**config.mk**
```make
export PLATFORM = sky130hd
export DESIGN_NAME = mprc_skid
export DESIGN_NICKNAME = d
export VERILOG_FILES = /design/src/mprc_pkg.sv /design/src/mprc_skid.sv
export SDC_FILE = /design/constraint.sdc
export NUM_CORES = 1
export LEC_CHECK = 0
export ABC_AREA = 1
export BUFFER_PORTS_ARGS = -buffer_cell sky130_fd_sc_hd__buf_2
export CORE_MARGIN = 3
export CORE_UTILIZATION = 50
export CTS_BUF_LIST = sky130_fd_sc_hd__clkbuf_4
export CTS_CLUSTER_DIAMETER = 200
export DETAILED_ROUTE_END_ITERATION = 10
export PLACE_DENSITY = 0.78
export SLEW_MARGIN = 20
export SYNTH_ARGS = -nofsm -noshare
export SYNTH_HDL_FRONTEND = slang
export SYNTH_SLANG_ARGS = --single-unit
export TNS_END_PERCENT = 20
```
**constraint.sdc**
```tcl
create_clock -name i_clk -period 2.85 [get_ports i_clk]
set_input_delay 0.285 -clock i_clk [delete_from_list [all_inputs] [get_ports i_clk]]
set_output_delay 0.285 -clock i_clk [all_outputs]
set_load 0.01 [all_outputs]
```
**src/mprc_pkg.sv**
```systemverilog
// shared types, register indexes and the median edge predictor
// used by mprc_skid and med_predictor_residual_codec_top
package mprc_pkg;

    localparam int unsigned RowWidthBits = 13;
    localparam logic [RowWidthBits-1:0] RowWidthReset = 13'd4096;

    typedef enum logic {
        CFG_ROW_WIDTH   = 1'b0,
        CFG_DECODE_MODE = 1'b1
    } t_cfg_index;

    typedef struct packed {
        logic signed [8:0] value;
        logic              is_raw;
    } t_result;

    function automatic logic [7:0] med_predict(
        input logic [7:0] a,
        input logic [7:0] b,
        input logic [7:0] c
    );
        logic [7:0] lo;
        logic [7:0] hi;
        logic [9:0] sum;
        lo  = (a < b) ? a : b;
        hi  = (a < b) ? b : a;
        sum = {2'b00, a} + {2'b00, b} - {2'b00, c};
        if (c >= hi) begin
            med_predict = lo;
        end else if (c < lo) begin
            med_predict = hi;
        end else begin
            med_predict = sum[7:0];
        end
    endfunction

endpackage

```
**src/mprc_skid.sv**
```systemverilog
// two-entry output stage: output register plus skid register
// depends on mprc_pkg for the result word type
module mprc_skid
    import mprc_pkg::*;
(
    input  logic    i_clk,
    input  logic    i_rst_n,
    input  logic    i_push,
    input  t_result i_word,
    output logic    o_space,
    output logic    o_valid,
    input  logic    i_ready,
    output t_result o_word
);

    logic    r_out_v;
    logic    r_skd_v;
    t_result r_out;
    t_result r_skd;
    logic    taken;

    assign taken   = r_out_v && i_ready;
    assign o_space = !r_skd_v;
    assign o_valid = r_out_v;
    assign o_word  = r_out;

    always_ff @(posedge i_clk) begin
        if (!i_rst_n) begin
            r_out_v <= 1'b0;
            r_skd_v <= 1'b0;
        end else begin
            if (i_push) begin
                if (!r_out_v || taken) begin
                    r_out_v <= 1'b1;
                end else begin
                    r_skd_v <= 1'b1;
                end
            end else if (taken) begin
                r_out_v <= r_skd_v;
                r_skd_v <= 1'b0;
            end
        end
    end

    always_ff @(posedge i_clk) begin
        if (i_push) begin
            if (!r_out_v || taken) begin
                r_out <= i_word;
            end else begin
                r_skd <= i_word;
            end
        end else if (taken) begin
            r_out <= r_skd;
        end
    end

endmodule

```
==> results of run 1 <==
-- state kept, by name, summed over array words and instances (netlist names) --
signal and cells:
r_skd 10, r_skd_v 1, o_valid 1, o_word 10
-- cell families (layout without fill, tap and decap cells) --
group                  count (synthesis)  after routing  share of synthesized area
buffers and inverters                  7             35                     0.0451
AOI/OAI and AO/OA                      4              4                     0.0286
and+or+nand+nor                       34             34                      0.156
DFF                                   22             22                      0.770
-- stage by stage --
stage / instances / hold slack [ps]
2_1_floorplan: 67 / 384
3_3_place_gp: 107 / 468
3_5_place_dp: 107 / 477
4_1_cts: 111 / 161
5_1_grt: 111 / 145
6_report: 111 / 156
-- cells in the final DEF (no fill, tap or decap), drive strengths merged --
cell,Yosys,final
nand2,32,32
buf,2,26
edfxtp,20,20
inv,5,5
clkbuf,0,4
o21ai,2,2
nand3,2,2
dfxtp,2,2
a21oi,2,2
-- worst reg2reg max path, stage by stage (launching register included) --
cell and delay [ps]:
dfxtp_1 420, nand3_1 140, inv_1 310
-- how the worst min path moves through the flow --
stage	from	end
detailed placement	r_skd_v	r_skd_v
global route	i_word[6]	r_skd[6]
floorplan	i_word[0]	r_skd[0]
finish	i_word[3]	r_skd[3]
CTS	i_word[3]	r_skd[3]
global placement	r_skd_v	r_skd_v
-- routing by layer --
metal | up-vias | part of all wire | global-route usage | routed length (um)
met5 | - | 0 | 0 | 0
met4 | 0 | 0.0067 | 0.0663 | 10
met3 | 2 | 0.065 | 0.0345 | 97
met2 | 25 | 0.49 | 0.257 | 736
met1 | 240 | 0.43 | 0.202 | 642
li1 | 275 | - | - | -
-- report_power, final --
part / internal (mW) / total, mW / switching (mW)
combinational: 0.0220 / 0.0564 / 0.0344
sequential: 0.371 / 0.376 / 0.00525
clock: 0.0641 / 0.156 / 0.0916
-- final cells by class --
class,instances,area [um2]
sequential,22,641
fill,128,546
multi-input combinational,38,154
timing repair buffer,26,133
clock buffer,4,30.0
tap,16,20.0
inverter,5,18.8
==> results.yml, run 1 <==
placed_design:
  dp_slack_ps: 1530
  post-dp-hpwl_mm: 1.12
  placed_area_um2: 966
  place_congestion: 0.669
  portBuffers: 25
timing:
  fin_skew_ps: 13.8
  fin_tns_setup_ps: 0
  worst_slack_ps: 1650
  drv_slew: 0
  fin_crit_ps: 1200
  slew_headroom: 0.754
  max_freq_mhz: 832
  finalSetupViolations: 0
  period_share: 0.422
  hold_viol: 0
  worst_pin_slew_ps: 368
  rsz0062_at_grt: "false"
drt:
  dr.pass1.iters: 4
  via_count: 542
  avgViaCountPerCell: 4.88
  drtAntennaViolNets: 0
  drtIter0Drc: 17
  drc: 0
  wirelength_mm: 1.49
  wl_per_cell_um: 13.4
critical_path:
  cp-endpoint: "r_skd[0]"
  critical_path.cell_chain: "nand3_1 > inv_1"
  critical-path-top-delay-family: "flip-flops"
  worstSetupEndpointType: "flop"
  reg2reg_slack_ps: 1650
  crit_arrival_ps: 1170
  path_buf_inv: 1
  crit_cells: 2
  rr_endpoint: "r_skd[0]"
  critical-path-max-stage-delay_ps: 420
  cp-startpoint: "o_valid"
  slowest_stage: "dfxtp_1"
  worst-path-max-fanout: 10
  path_class: "reg -> reg"
  start_kind: "flop"
  rr_worst_depth: 2
  critPathRequiredTime_ps: 2820
  r2r_start: "o_valid"
worst_hold_path:
  hold_class: "in -> reg"
  hold_path_depth: 1
floorplan:
  fp.dieH_um: 46.8
  die_w_um: 46.8
  core-area_mm2: 0.00154
  die-area_mm2: 0.00219
  rows: 14
  ioPinCount: 26
  initial_utilization: 0.540
yosys:
  syn_area_per_cell_um2: 12.4
  synth-async-reset-ratio: 0
  ys_warn_count: 0
  synth_top_area_frac: 0.722
  ys.flop_type: "edfxtp_1"
  yosysMostFrequentCell: "nand2_1"
  ys_types: 11
  synth_largest_area_cell: "edfxtp_1"
  synth-seq-cells: 22
  synthTopCellsByCount: "nand2_1 (32), edfxtp_1 (20), inv_1 (4)"
  syn-num-nets: 81
  synth_area_um2: 832
  synth_edf_count: 20
  synth_area_leaders: "edfxtp_1 (72%), nand2_1 (14%), dfxtp_1 (4.8%), inv_1 (1.8%), buf_6 (1.4%)"
  seq_area_frac_synth: 0.770
  synthCells: 67
power:
  leakagePower_nw: 0.449
  p_total_mw: 0.588
  vdd_drop_max_mv: 0.277
  power_density_mw_per_mm2: 591
clock_network:
  cts_tree: "built"
  clockRootBuffer: "clkbuf_4"
  cts_sinks: 22
  cts_hold_buf: 0
  clk_pin_slew_ps: 130
  post_cts_buffers: 0
  numCtsBuffers: 3
  cts_resized: 0
  clk-insertion-delay-late_ps: 310
  ctsLongestPathBuffers: 2
  h-tree-depth: 1
final_layout:
  final_util: 0.646
  final_nets: 110
  syn2layout_area_growth_pct: 19.7
  drive_gt1_frac: 0.337
  stdcell_area_um2: 996
  antenna_cells: 0
global_route:
  antenna_found_initial: 0
  track_usage: 0.157
  grt_pass1_wl_mm: 2.33
  grt_max_degree: 14
  overflow: 0
  grt_pass1_vias: 528
run:
  max_cap_violations: 0
outcome:
  status: "complete, no violations"
No activity file was read; power rests on OpenSTA's default activity.
==> run 2: changes to the inputs <==
clock period = 1.2 ns   (was 2.85 ns; I/O delays follow)
==> results.yml, run 2 (same netlist as run 1, synthesis figures left out) <==
drt:
  drtIter0Drc: 16
  maxUsedRoutingLayer: "met4"
  drc: 0
  via_count: 570
  dr.pass1.iters: 4
  avgViaCountPerCell: 4.75
  wl_per_cell_um: 11.4
  wirelength_mm: 1.37
  drtAntennaViolNets: 0
  wl_met1_um: 562
  met3_length_um: 67
  wl_met2_um: 698
clock_network:
  post_cts_buffers: 0
  clk-insertion-delay-late_ps: 300
  ctsLongestPathBuffers: 2
  cts_sinks: 22
  numCtsBuffers: 3
  clk_pin_slew_ps: 120
  cts_tree: "built"
  h-tree-depth: 1
  clockRootBuffer: "clkbuf_4"
timing:
  fin_crit_ps: 1110
  finalSetupViolations: 0
  fin_skew_ps: 13.7
  slew_headroom: 0.759
  drv_slew: 0
  hold_viol: 0
  period_share: 0.925
  worst_pin_slew_ps: 360
  max_freq_mhz: 901
  fin_tns_setup_ps: 0
  rsz0062_at_grt: "false"
final_layout:
  final_cell_mix: "nand2_1 (32), buf_2 (25), edfxtp_1 (20)"
  final_nets: 119
  syn2layout_area_growth_pct: 30.5
  fillers: 104
  fin_cells: 120
  stdcell_area_mm2: 0.00109
  drive_gt1_frac: 0.346
  layout_commonest_cell: "nand2_1"
  antenna_cells: 0
power:
  p_sw_frac: 0.219
  p_int_mw: 1.07
  switchingPower_mw: 0.302
  leakagePower_nw: 0.486
  pwr-share-seq: 0.649
  pwr-share-comb: 0.114
  power_density_mw_per_mm2: 1270
  p_clk_frac: 0.237
  vdd_drop_max_mv: 0.777
worst_hold_path:
  hold_class: "in -> reg"
  hold_path_depth: 1
critical_path:
  critical-path-top-delay-family: "flip-flops"
  start_kind: "flop"
  critical-path-max-stage-delay_ps: 460
  critical_path.cell_chain: "nand3_1 > inv_2"
  slowest_stage: "dfxtp_1"
  rr_worst_depth: 2
  critPathRequiredTime_ps: 1200
  path_class: "reg -> reg"
  crit_arrival_ps: 1110
  path_buf_inv: 1
  worstSetupEndpointType: "flop"
  crit_cells: 2
  worst-path-max-fanout: 10
  reg2reg_slack_ps: 90
placed_design:
  dp_cells: 110
  placed_area_um2: 992
  post-dp-hpwl_um: 938
  portBuffers: 25
  place_congestion: 0.665
global_route:
  antenna_found_initial: 0
  overflow: 0
  grt_pass1_wl_mm: 2.04
  grt_pass1_vias: 484
  track_usage: 0.140
  grt_max_degree: 13
floorplan:
  initial_utilization: 0.540
  die_w_um: 46.8
  fp.dieH_um: 46.8
  ioPinCount: 26
  rows: 14
  die-area_mm2: 0.00219
  core-area_mm2: 0.00154
run:
  max_cap_violations: 0
outcome:
  status: "complete, no violations"
[run 2: area by class of cell]
cell class              instances  area [um2]  share of cell area
clock buffers                   3        22.5              0.0207
clock inverters                 1        3.75             0.00346
flip-flops and latches         22         641               0.590
repair buffers                 35         215               0.198
well taps                      16        20.0              0.0184
inverters                       5        18.8              0.0173
multi-input cells              38         165               0.152
[run 2: worst paths after layout]
path / to / from
hold reg to reg: r_skd_v / r_skd_v
setup / recovery: r_skd[6] / o_valid
hold / removal: r_skd[5] / i_word[5]
setup reg to reg: r_skd[6] / o_valid
[run 2: power by group through the flow]
stage | Combinational (mW) | Sequential, mW | Clock, mW
finish | 0.157 | 0.892 | 0.326
global route | 0.176 | 0.897 | 0.363
CTS | 0.145 | 0.892 | 0.335
detailed placement | 0.140 | 0.910 | 0
global placement | 0.137 | 0.909 | 0
floorplan | 0.0544 | 0.927 | 0
[run 2: per-layer routing]
metal  GRT usage  vias to the layer above
li1            -                      296
met1       0.165                      253
met2       0.230                       17
met3      0.0230                        4
met4      0.0994                        0
met5           0                        -
[run 2: through the flow]
step	hold slack, ps	setup WS (ps)	power, mW	utilization
2_1_floorplan	219	52.8	0.981	-
3_3_place_gp	314	34.9	1.05	0.644
3_5_place_dp	313	10.4	1.05	0.644
4_1_cts	0.0868	-12.7	1.37	0.674
5_1_grt	2.21	32.5	1.44	0.705
6_report	4.03	90.4	1.38	0.705
[run 2: worst register-to-register path: cells and delay by family, from the launching register on]
family / cells / cell delay (ps)
flops: 1 / 460
buf+inv: 1 / 200
simple gates: 1 / 140
[run 2: timing repair]
item	in CTS	in global routing
gates resized for setup	1	1
endpoints found under the hold margin	2	4
hold buffers	2	4
pin swaps	0	0
setup endpoints to repair	9	10
